[config.mk]
export PLATFORM = sky130hd
export DESIGN_NAME = heating_degree_day_accumulator
export DESIGN_NICKNAME = d
export VERILOG_FILES = /design/src/hdda_pkg.sv /design/src/heating_degree_day_accumulator.sv
export SDC_FILE = /design/constraint.sdc
export NUM_CORES = 2
export LEC_CHECK = 0
export ABC_CLOCK_PERIOD_IN_PS = 13700
export BUFFER_PORTS_ARGS = -buffer_cell sky130_fd_sc_hd__buf_2
export CORE_MARGIN = 4
export CORE_UTILIZATION = 30
export CTS_BUF_LIST = sky130_fd_sc_hd__clkbuf_16
export DETAILED_ROUTE_END_ITERATION = 8
export PLACE_DENSITY = 0.56
export SYNTH_ARGS = -nofsm -noshare
export SYNTH_HDL_FRONTEND = slang
export SYNTH_SLANG_ARGS = --single-unit
[constraint.sdc]
create_clock -name i_clk -period 13.7 [get_ports i_clk]
set_input_delay 2.055 -clock i_clk [delete_from_list [all_inputs] [get_ports i_clk]]
set_output_delay 2.055 -clock i_clk [all_outputs]
set_load 0.05 [all_outputs]
[src/hdda_pkg.sv]
package hdda_pkg;

    localparam int unsigned NUM_MONTHS = 12;
    localparam int unsigned CFG_IDX_W  = 2;
    localparam int unsigned CFG_DATA_W = 11;

    localparam logic [4:0] HOUR_ROLLOVER  = 5'd0;
    localparam logic [4:0] HOUR_DAY_START = 5'd6;
    localparam logic [4:0] HOUR_MORNING   = 5'd7;
    localparam logic [4:0] HOUR_AFTERNOON = 5'd14;
    localparam logic [4:0] HOUR_EVENING   = 5'd21;
    localparam logic [4:0] HOUR_YEAR_END  = 5'd23;

    localparam logic [4:0] DAY_FIRST = 5'd1;
    localparam logic [4:0] DAY_LAST  = 5'd31;
    localparam logic [3:0] MONTH_JAN = 4'd1;
    localparam logic [3:0] MONTH_DEC = 4'd12;

    localparam logic [3:0] MARK_H6  = 4'b0001;
    localparam logic [3:0] MARK_H7  = 4'b0010;
    localparam logic [3:0] MARK_H14 = 4'b0100;
    localparam logic [3:0] MARK_H21 = 4'b1000;

    localparam logic signed [15:0] TEMP_INVALID = 16'sh7FFF;
    localparam logic [4:0]         COUNT_MAX    = 5'd31;
    localparam logic [15:0]        SEL_SUM_MAX  = 16'hFFFF;

    localparam logic [CFG_IDX_W-1:0] CFG_HEATING_LIMIT = 2'd0;
    localparam logic [CFG_IDX_W-1:0] CFG_VALID_LOW     = 2'd1;
    localparam logic [CFG_IDX_W-1:0] CFG_VALID_HIGH    = 2'd2;

    localparam logic [9:0]         RST_HEATING_LIMIT = 10'd150;
    localparam logic signed [10:0] RST_VALID_LOW     = -11'sd500;
    localparam logic [10:0]        RST_VALID_HIGH    = 11'd600;

    typedef struct packed {
        logic [4:0]         hour;
        logic [4:0]         day;
        logic [3:0]         month;
        logic signed [15:0] outside_temp;
        logic [7:0]         sensor_status;
        logic [3:0]         query_month;
    } t_in_item;

    typedef struct packed {
        logic [15:0]        sel_degree_sum;
        logic [4:0]         sel_heating_days;
        logic [4:0]         sel_rated_days;
        logic [15:0]        sel_prev_degree_sum;
        logic [4:0]         sel_prev_heating_days;
        logic [4:0]         sel_prev_rated_days;
        logic               day_rated;
        logic signed [15:0] daily_mean;
    } t_out_item;

endpackage

[src/heating_degree_day_accumulator.sv]
// Heating degree day accumulator. Takes one item per clock while the result side
// is not stalled (valid/ready on both sides) and returns exactly one result item
// per input item: the input stage reads the twelve-month table (update entry and
// queried entry, registered reads), the second stage applies the hour rules,
// writes the entry back and registers the result. Writes of the item ahead are
// forwarded into the reads of the next one, so back-to-back items stream at one
// per cycle whenever the result side takes them. Table entries have per-month
// valid bits cleared by reset, so the block is usable right after reset with no
// clearing pass. Configuration writes (heating limit, lower and upper reading
// bounds) take effect at once and must only be issued while the block is idle.
module heating_degree_day_accumulator #(
    parameter int unsigned SUM_WIDTH = 16
) (
    input  logic                            i_clk,
    input  logic                            i_rst_n,
    input  logic                            i_cfg_we,
    input  logic [hdda_pkg::CFG_IDX_W-1:0]  i_cfg_idx,
    input  logic [hdda_pkg::CFG_DATA_W-1:0] i_cfg_wdata,
    input  logic                            i_in_valid,
    output logic                            o_in_ready,
    input  hdda_pkg::t_in_item              i_in_item,
    output logic                            o_out_valid,
    input  logic                            i_out_ready,
    output hdda_pkg::t_out_item             o_out_item
);
    import hdda_pkg::*;

    typedef struct packed {
        logic [SUM_WIDTH-1:0] sum;
        logic [4:0]           heat;
        logic [4:0]           rated;
        logic [SUM_WIDTH-1:0] prev_sum;
        logic [4:0]           prev_heat;
        logic [4:0]           prev_rated;
    } t_entry;

    // config
    logic [9:0]         r_heat_limit;
    logic signed [10:0] r_valid_low;
    logic [10:0]        r_valid_high;

    // state
    logic [3:0]         r_done, n_done;
    logic signed [15:0] r_morning, n_morning;
    logic signed [15:0] r_afternoon, n_afternoon;
    logic [3:0]         r_roll, n_roll;

    // table
    t_entry                r_mem [NUM_MONTHS];
    logic [NUM_MONTHS-1:0] r_vld;

    // stage 1
    logic       r_s1_v;
    t_in_item   r_s1;
    logic [3:0] r_ua;
    logic [3:0] r_qa;
    logic       r_q_ok;
    t_entry     r_rd_u;
    t_entry     r_rd_q;

    // result
    logic      r_out_v;
    t_out_item r_out, n_out;

    logic       s1_fire;
    logic       accept;
    logic       upd_we;
    t_entry     upd_wd;
    t_entry     qe;
    logic [3:0] in_roll;
    logic [3:0] in_ua;
    logic [3:0] in_qa;
    logic       in_q_ok;
    logic       fwd_we;

    logic               reading_ok;
    logic signed [17:0] mean_sum;
    logic signed [17:0] mean18;
    logic signed [17:0] diff18;
    logic [SUM_WIDTH:0] sum_ext;

    function automatic logic in_bounds(input logic signed [15:0] t,
                                       input logic signed [10:0] lo,
                                       input logic [10:0] hi);
        logic signed [16:0] t17;
        logic signed [16:0] lo17;
        logic signed [16:0] hi17;
        t17  = {t[15], t};
        lo17 = {{6{lo[10]}}, lo};
        hi17 = {6'b0, hi};
        return (t17 > lo17) && (t17 < hi17);
    endfunction

    function automatic logic [4:0] count_inc(input logic [4:0] c);
        return (c == COUNT_MAX) ? COUNT_MAX : c + 5'd1;
    endfunction

    function automatic logic [15:0] sat16(input logic [SUM_WIDTH-1:0] v);
        return (v > SUM_WIDTH'(SEL_SUM_MAX)) ? SEL_SUM_MAX : v[15:0];
    endfunction

    assign s1_fire    = r_s1_v && (!r_out_v || i_out_ready);
    assign o_in_ready = !r_s1_v || s1_fire;
    assign accept     = i_in_valid && o_in_ready;
    assign fwd_we     = s1_fire && upd_we;

    // config port
    always_ff @(posedge i_clk) begin
        if (!i_rst_n) begin
            r_heat_limit <= RST_HEATING_LIMIT;
            r_valid_low  <= RST_VALID_LOW;
            r_valid_high <= RST_VALID_HIGH;
        end else if (i_cfg_we) begin
            case (i_cfg_idx)
                CFG_HEATING_LIMIT: r_heat_limit <= i_cfg_wdata[9:0];
                CFG_VALID_LOW:     r_valid_low  <= $signed(i_cfg_wdata);
                CFG_VALID_HIGH:    r_valid_high <= i_cfg_wdata;
                default: ;
            endcase
        end
    end

    // stage 1: hour rules
    always_comb begin
        n_done      = r_done;
        n_morning   = r_morning;
        n_afternoon = r_afternoon;
        n_roll      = r_roll;
        upd_we      = 1'b0;
        upd_wd      = r_rd_u;
        reading_ok  = (r_s1.sensor_status == 8'd0) &&
                      in_bounds(r_s1.outside_temp, r_valid_low, r_valid_high);
        mean_sum    = ({{2{r_s1.outside_temp[15]}}, r_s1.outside_temp} <<< 1)
                    + {{2{r_morning[15]}}, r_morning}
                    + {{2{r_afternoon[15]}}, r_afternoon};
        mean18      = (mean_sum + (mean_sum[17] ? 18'sd3 : 18'sd0)) >>> 2;
        diff18      = $signed({8'b0, r_heat_limit}) - mean18;
        sum_ext     = {1'b0, r_rd_u.sum} + {{(SUM_WIDTH - 11){1'b0}}, diff18[11:0]};
        n_out       = '0;

        if (r_s1.month >= MONTH_JAN && r_s1.month <= MONTH_DEC) begin
            case (r_s1.hour)
                HOUR_ROLLOVER: begin
                    if (r_s1.month == MONTH_JAN && r_s1.day == DAY_FIRST &&
                        r_roll < MONTH_DEC) begin
                        upd_we            = 1'b1;
                        upd_wd.prev_sum   = r_rd_u.sum;
                        upd_wd.prev_heat  = r_rd_u.heat;
                        upd_wd.prev_rated = r_rd_u.rated;
                        upd_wd.sum        = '0;
                        upd_wd.heat       = '0;
                        upd_wd.rated      = '0;
                        n_roll            = r_roll + 4'd1;
                    end
                end
                HOUR_DAY_START: begin
                    if ((r_done & MARK_H6) == 4'd0) begin
                        n_morning   = TEMP_INVALID;
                        n_afternoon = TEMP_INVALID;
                        n_done      = MARK_H6;
                        if (r_s1.day == DAY_FIRST && r_s1.month != MONTH_JAN) begin
                            upd_we       = 1'b1;
                            upd_wd.sum   = '0;
                            upd_wd.heat  = '0;
                            upd_wd.rated = '0;
                        end
                    end
                end
                HOUR_MORNING: begin
                    if ((r_done & MARK_H7) == 4'd0 && reading_ok) begin
                        n_morning = r_s1.outside_temp;
                        n_done    = MARK_H7;
                    end
                end
                HOUR_AFTERNOON: begin
                    if ((r_done & MARK_H14) == 4'd0 && reading_ok) begin
                        n_afternoon = r_s1.outside_temp;
                        n_done      = MARK_H14;
                    end
                end
                HOUR_EVENING: begin
                    if ((r_done & MARK_H21) == 4'd0 && reading_ok) begin
                        n_done = MARK_H21;
                        if (in_bounds(r_morning, r_valid_low, r_valid_high) &&
                            in_bounds(r_afternoon, r_valid_low, r_valid_high)) begin
                            upd_we           = 1'b1;
                            n_out.day_rated  = 1'b1;
                            n_out.daily_mean = mean18[15:0];
                            upd_wd.rated     = count_inc(r_rd_u.rated);
                            if (mean18 < $signed({8'b0, r_heat_limit})) begin
                                upd_wd.heat = count_inc(r_rd_u.heat);
                                upd_wd.sum  = sum_ext[SUM_WIDTH] ? '1
                                                                 : sum_ext[SUM_WIDTH-1:0];
                            end
                        end
                    end
                end
                HOUR_YEAR_END: begin
                    if (r_s1.day == DAY_LAST && r_s1.month == MONTH_DEC) begin
                        n_roll = 4'd0;
                    end
                end
                default: ;
            endcase
        end

        qe = (upd_we && r_ua == r_qa) ? upd_wd : r_rd_q;
        if (r_q_ok) begin
            n_out.sel_degree_sum        = sat16(qe.sum);
            n_out.sel_heating_days      = qe.heat;
            n_out.sel_rated_days        = qe.rated;
            n_out.sel_prev_degree_sum   = sat16(qe.prev_sum);
            n_out.sel_prev_heating_days = qe.prev_heat;
            n_out.sel_prev_rated_days   = qe.prev_rated;
        end
    end

    // input side: table addresses for the incoming item
    always_comb begin
        in_roll = s1_fire ? n_roll : r_roll;
        in_q_ok = (i_in_item.query_month >= MONTH_JAN) &&
                  (i_in_item.query_month <= MONTH_DEC);
        in_qa   = in_q_ok ? i_in_item.query_month - 4'd1 : 4'd0;
        if (i_in_item.hour == HOUR_ROLLOVER && i_in_item.month == MONTH_JAN &&
            i_in_item.day == DAY_FIRST) begin
            in_ua = (in_roll < MONTH_DEC) ? in_roll : 4'd0;
        end else if (i_in_item.month >= MONTH_JAN && i_in_item.month <= MONTH_DEC) begin
            in_ua = i_in_item.month - 4'd1;
        end else begin
            in_ua = 4'd0;
        end
    end

    // table memory
    always_ff @(posedge i_clk) begin
        if (fwd_we) begin
            r_mem[r_ua] <= upd_wd;
        end
        if (accept) begin
            r_rd_u <= (fwd_we && r_ua == in_ua) ? upd_wd
                    : (r_vld[in_ua] ? r_mem[in_ua] : '0);
            r_rd_q <= (fwd_we && r_ua == in_qa) ? upd_wd
                    : (r_vld[in_qa] ? r_mem[in_qa] : '0);
        end
    end

    always_ff @(posedge i_clk) begin
        if (!i_rst_n) begin
            r_vld <= '0;
        end else if (fwd_we) begin
            r_vld[r_ua] <= 1'b1;
        end
    end

    // control and state registers
    always_ff @(posedge i_clk) begin
        if (!i_rst_n) begin
            r_s1_v      <= 1'b0;
            r_out_v     <= 1'b0;
            r_done      <= 4'd0;
            r_morning   <= TEMP_INVALID;
            r_afternoon <= TEMP_INVALID;
            r_roll      <= 4'd0;
        end else begin
            if (o_in_ready) begin
                r_s1_v <= i_in_valid;
            end
            if (s1_fire) begin
                r_out_v     <= 1'b1;
                r_done      <= n_done;
                r_morning   <= n_morning;
                r_afternoon <= n_afternoon;
                r_roll      <= n_roll;
            end else if (i_out_ready) begin
                r_out_v <= 1'b0;
            end
        end
    end

    // payload registers
    always_ff @(posedge i_clk) begin
        if (accept) begin
            r_s1   <= i_in_item;
            r_ua   <= in_ua;
            r_qa   <= in_qa;
            r_q_ok <= in_q_ok;
        end
        if (s1_fire) begin
            r_out <= n_out;
        end
    end

    assign o_out_valid = r_out_v;
    assign o_out_item  = r_out;

endmodule

# Word level (Yosys, flattened, before mapping)
# Memories as Yosys holds them, arrays and structs flattened.
# Cells that the tools add are included.
dict set report classes {
  add_sub_neg 10
  magnitude_cmp 21
  eq_ne 23
  muxes 57
  bitwise_logic 1
  reduce_logical 48
}
# operator count
set ops {}
lappend ops {{$mux 52} 7}
lappend ops {{$mux 26} 5}
lappend ops {{$mux 16} 6}
lappend ops {{$pmux 26 s3} 1}
lappend ops {{$pmux 16 s2} 2}
lappend ops {{$gt 16x11->1} 3}
lappend ops {{$lt 16x12->1} 3}
lappend ops {{$mux 4} 12}
lappend ops {{$gt 16x16->1 const B} 2}
lappend ops {{$eq 5x5->1 const B} 5}
lappend ops {{$logic_and 1x1->1} 24}
lappend ops {{$mux 21} 1}
lappend ops {{$add 17x16->18} 1}
lappend ops {{$add 18x18->18} 1}
lappend ops {{$add 18x3->18} 1}
lappend ops {{$add 16x12->17} 1}
lappend ops {{$mux 17} 1}
lappend ops {{$ge 4x1->1 const B} 4}
lappend ops {{$logic_not 4->1} 4}
lappend ops {{$lt 16x11->1} 1}
lappend ops {{$pmux 4 s4} 1}
lappend ops {{$lt 4x5->1 const B} 3}
lappend ops {{$mux 1} 13}
lappend ops {{$eq 4x4->1} 3}
lappend ops {{34 further kinds} 55}
dict set report word_totals {
  regBits 306
  mem_bits_rw 624
  elab_cells 199
  n_memories 1
}
# memory depth word_bits rd rd_clocked_by_memory_dff wr line
set mem_list {}
lappend mem_list {r_mem 12 52 2 0 1 heating_degree_day_accumulator.sv:49} ;# t_entry r_mem [NUM_MONTHS];

# Longest topological paths before layout
dict set report depth {
  word_depth 15
  mapped_depth 38
  mapped_depth_nobuf 38
}

# Worst setup path before layout
# OpenSTA, ideal clock, no wires.
dict set report synth_timing {
  path_type {in2reg}
  start {input i_out_ready}
  end {memory r_mem[0][0] in the netlist's numbering, enable pin}
  setup_time_ps 528
  arrival_time_ps 9883
  t_required_ps 13172
  slack_ps 3289
  cell_stages 5
  n_path_buf 0
  path_cell_list {nor2b_1 nor2_1 o211ai_1 or3_1 nor3_1}
}
dict set report synth_via {
  elab_chain_cells 5
}
# element line
set synth_lines {}
lappend synth_lines {{start, declared} heating_degree_day_accumulator.sv:23} ;# input logic i_out_ready,
lappend synth_lines {{$logic_or 1x1->1} heating_degree_day_accumulator.sv:102} ;# assign s1_fire = r_s1_v && (!r_out_v || i_out_ready);
lappend synth_lines {{$logic_and 1x1->1} heating_degree_day_accumulator.sv:102}
lappend synth_lines {{named net s1_fire} heating_degree_day_accumulator.sv:65} ;# logic s1_fire;
lappend synth_lines {{$logic_and 1x1->1} heating_degree_day_accumulator.sv:105} ;# assign fwd_we = s1_fire && upd_we;
lappend synth_lines {{$mux 1} heating_degree_day_accumulator.sv:236} ;# if (fwd_we) begin
lappend synth_lines {{$mux 1 (implied by the code)} heating_degree_day_accumulator.sv:237} ;# r_mem[r_ua] <= upd_wd;
lappend synth_lines {{end, declared} heating_degree_day_accumulator.sv:49}
# The timed path passes the listed nets, and every way through them passes these cells.

==> out/summary.log <==
[route] Total Routed Length 167,000 µm
[cells_and_area] Total Nets Final 4,292
[floorplan] standard-cell rows 147
[power_and_ir_drop] IR drop worst, VDD 106 µV
[timing] RSZ-0062 raised after global routing no
[synth] Synth warnings 0
[critical_path] Worst R2R Path Depth 34
[synth] number of synthesized flops with an enable pin 844
[route] via-per-instance ratio 5.61
[power_and_ir_drop] power share of the combinational group 0.146
[global_route] first-pass GRT wire length 242,000 µm
[clock_network] deepest clock path buffer count 3
[critical_path] slowest stage delay, CP 780 ps
[power_and_ir_drop] clock share of power 0.398
[clock_network] total CTS buffers 102
[timing] post-route clock period utilization 0.712
[cells_and_area] Fillers 15.8k
[synth] Post-Syn Nets 4,294
[route] residual DRC count 0
[timing] post-route setup slack 3940 ps
[critical_path] Worst Path Max Fanout 13
[hold_path] classification of the worst-slack hold path register to register
[route] number of DRC violations after detailed-routing iteration 0 3,911
[placed_design] gpl congestion 0.905
[critical_path] path type of the worst setup path register to register
[synth] share of the yosys chip area belonging to registers 0.559
[clock_network] # clock sinks 930
[floorplan] width of the chip 410 µm
[cells_and_area] share of cells above drive strength 1 0.115
[hold_path] hold depth 2
[timing] final worst clock skew 72.5 ps
[floorplan] floorplan core area 161,000 µm²
[floorplan] height of the chip 410 µm
[synth] synthesized netlist cell count 4,081
[global_route] all-layer global routing usage 0.192
[critical_path] register-to-register setup slack 3940 ps
[outcome] run status completed
[run] # Max-Cap Violations 0
[critical_path] Crit Reg-Reg Endpoint r_mem[4][49]$_DFFE_PP_
[synth] average footprint of a synthesized cell 11.9 µm²
[power_and_ir_drop] internal power component 0.00509 W
[clock_network] hold buffer count at cts 0
[clock_network] clock root buffer sky130_fd_sc_hd__clkbuf_16
[timing] # setup viols final 0
[clock_network] Clock transition at path regs 60 ps
[critical_path] CP required 14,060 ps
[clock_network] TritonCTS clock tree built
[floorplan] die area 168,000 µm²
[timing] Setup TNS 0 ps
[clock_network] post-cts repair resize count 0
[route] average detailed-routed wire length per instance 26.3 µm
[critical_path] start of the worst register-to-register path r_s1[12]$_DFFE_PP_
[placed_design] total half-perimeter wirelength after legalization and detailed placement 101,000 µm
[route] total iterations of the first detailed-routing run 6
[timing] max-slew violation count 0
[floorplan] Top Ports 131
[synth] number of flip-flops and latches in the synthesized netlist 930
[synth] count of cell types in the netlist 92
[timing] worst slew slack as a fraction of its limit 0.115
[synth] top cells by instance count after synthesis sky130_fd_sc_hd__edfxtp_1 (844), sky130_fd_sc_hd__nand2_1 (511), sky130_fd_sc_hd__mux2i_1 (317), sky130_fd_sc_hd__clkbuf_1 (226), sky130_fd_sc_hd__nand3_1 (185)
[synth] area share of the largest cell type after synthesis 0.523
[route] routed via count 35.5k
[placed_design] number of port buffers 130
[global_route] grt total ovfl 0
[timing] transition time at the pin with the least slew margin 1310 ps
[clock_network] Setup Buffers After CTS 0
[synth] cell type contributing the most total cell area after synthesis sky130_fd_sc_hd__edfxtp_1
[synth] share of async-settable or async-resettable flops after synthesis 0
[floorplan] Starting Density 0.302
[hold_path] Worst Hold End r_valid_high[2]$_SDFFE_PN0P_
[critical_path] data arrival time of the worst path 10,120 ps
[clock_network] clock latency reported for the late side of the worst-skew pair 750 ps
[global_route] initial antenna violation count 10
[power_and_ir_drop] Sw Share 0.275
[global_route] largest net degree at the start of global routing 114
[synth] ranking of synthesized cells by area sky130_fd_sc_hd__edfxtp_1 (52%), sky130_fd_sc_hd__mux2i_1 (6.5%), sky130_fd_sc_hd__nand2_1 (4.0%), sky130_fd_sc_hd__dfxtp_1 (3.6%), sky130_fd_sc_hd__ha_1 (3.5%)
[critical_path] kind of end point of the critical path register
[route] number of antenna-violating nets in the routed design 0
[power_and_ir_drop] share of total power in sequential cells 0.457
[synth] leading cell type by number of instances after synthesis sky130_fd_sc_hd__edfxtp_1
[critical_path] cell with the biggest individual delay on the critical path sky130_fd_sc_hd__a21oi_1
[global_route] via count of the first global-routing pass 35.3k
[power_and_ir_drop] power per cell area 128 nW/µm²
[placed_design] Post-Place Worst Slack 4190 ps
[clock_network] H-Tree Level Count 3
[hold_path] Worst Hold Launch r_valid_high[2]$_SDFFE_PN0P_
[timing] time the worst path needs with I/O delays and setup 9760 ps
[critical_path] Crit path top cell by count sky130_fd_sc_hd__o21ai_0
[cells_and_area] P&R area growth vs syn 12.8%
[timing] worst hold margin 469 ps
[power_and_ir_drop] leakage power 19.6 nW
[timing] maximum clock frequency 0.102 GHz
[synth] Primary FF master, synth sky130_fd_sc_hd__edfxtp_1
[synth] total standard cell area after synthesis 48,500 µm²
[power_and_ir_drop] Psw 0.00193 W
[timing] final hold viol count 0
[critical_path] startpoint type of the worst setup path register
-- stage by stage --
step | std cells | area (µm²) | total power, W | utilization
floorplan | 4081 | 48500 | 0.00392 | -
global placement | 6135 | 51300 | 0.00427 | 0.319
detailed placement | 6135 | 51300 | 0.00427 | 0.319
CTS | 6327 | 54700 | 0.00704 | 0.340
global route | 6327 | 54700 | 0.00725 | 0.340
finish | 6331 | 54700 | 0.00702 | 0.340
-- sequential cells by signal (all words and copies together) (netlist names), 4 cells and up --
signal and cells:
r_mem 624, o_out_item 69, r_rd_q 52, r_rd_u 52
r_s1 38, r_afternoon 16, r_morning 16, r_vld 12
r_valid_high 11, r_valid_low 11, r_heat_limit 10, r_done 4
r_qa 4, r_roll 4, r_ua 4
-- how the worst max path moves through the flow --
| stage | start | end | slack, ps | cells after the start |
|---|---|---|---|---|
| finish | r_s1[12]$_DFFE_PP_ | r_mem[4][49]$_DFFE_PP_ | 3940 | 34 |
| global route | r_s1[12]$_DFFE_PP_ | r_mem[4][49]$_DFFE_PP_ | 3510 | 34 |
| CTS | r_s1[12]$_DFFE_PP_ | r_mem[4][49]$_DFFE_PP_ | 4110 | 34 |
| detailed placement | r_s1[12]$_DFFE_PP_ | r_mem[0][49]$_DFFE_PP_ | 4190 | 34 |
| global placement | r_s1[12]$_DFFE_PP_ | r_mem[1][49]$_DFFE_PP_ | 4390 | 34 |
| floorplan | i_out_ready | r_mem[0][0]$_DFFE_PP_ | 3290 | 5 |
-- cell usage in the layout (no fill, tap or decap), types with 27 or more instances in the layout --
master / count
sky130_fd_sc_hd__a21o_1: 27
sky130_fd_sc_hd__inv_1: 143
sky130_fd_sc_hd__nand3_1: 185
sky130_fd_sc_hd__o21ai_0: 155
sky130_fd_sc_hd__o311ai_0: 51
sky130_fd_sc_hd__mux4_2: 63
sky130_fd_sc_hd__buf_2: 129
sky130_fd_sc_hd__and3_1: 116
sky130_fd_sc_hd__mux2i_1: 317
sky130_fd_sc_hd__a211oi_1: 169
sky130_fd_sc_hd__ha_1: 134
sky130_fd_sc_hd__o211ai_1: 28
sky130_fd_sc_hd__edfxtp_1: 844
sky130_fd_sc_hd__nand2_1: 508
sky130_fd_sc_hd__o211a_1: 30
sky130_fd_sc_hd__a21oi_1: 70
sky130_fd_sc_hd__a31oi_1: 61
sky130_fd_sc_hd__nor3_1: 27
sky130_fd_sc_hd__or4_1: 41
sky130_fd_sc_hd__o22ai_1: 57
sky130_fd_sc_hd__buf_4: 67
sky130_fd_sc_hd__a21boi_0: 27
sky130_fd_sc_hd__dfxtp_1: 86
sky130_fd_sc_hd__xnor2_1: 39
sky130_fd_sc_hd__and2_1: 71
sky130_fd_sc_hd__nor2_1: 120
sky130_fd_sc_hd__clkinv_1: 28
sky130_fd_sc_hd__o2111ai_1: 61
sky130_fd_sc_hd__clkbuf_16: 103
-- final cells by class --
cell class,count,area (µm²),share of cell area
Antenna cell,4,10.0,0.000183
Clock buffer,103,2580,0.0472
Inverter,136,541,0.00989
Multi-Input combinational cell,2711,19800,0.362
Timing Repair Buffer,198,1180,0.0216
Clock inverter,89,808,0.0148
Tap cell,2160,2700,0.0494
Sequential cell,930,27100,0.495
-- power by group through the flow --
stage	Sequential (W)	Clock (W)	Combinational, W
after detailed placement	0.00326	0	0.00101
after floorplan	0.00328	0	0.000644
after CTS	0.00321	0.00283	0.00101
after global routing	0.00321	0.00295	0.00109
after global placement	0.00326	0	0.00100
final	0.00321	0.00279	0.00102
-- logic make-up after synthesis --
| group | synth area share |
|---|---|
| DFF | 0.559 |
| buffers and inverters | 0.0377 |
| AOI/OAI and AO/OA | 0.130 |
| adders and majority gates | 0.0424 |
| xor gates and xnor gates | 0.0103 |
| and+or+nand+nor | 0.124 |
| muxes | 0.0972 |
-- critical path: cells and delay by family (launching register included) --
family / cells / cell delay, ps
flops: 1 / 430
buf+inv: 2 / 190
fa+ha+maj: 6 / 2150
xor+xnor: 3 / 710
compound gates: 16 / 4200
simple gates: 6 / 1510
mux: 1 / 240
-- per-layer routing --
metal  GRT usage  wire (µm)  vias to the layer above
li1            -          -                    15700
met1       0.247      67900                    17900
met2       0.316      78200                     1631
met4      0.0872       7680                        6
met5           0         34                        -
met3      0.0365      12900                      338
(Power assumes the default switching activity.)
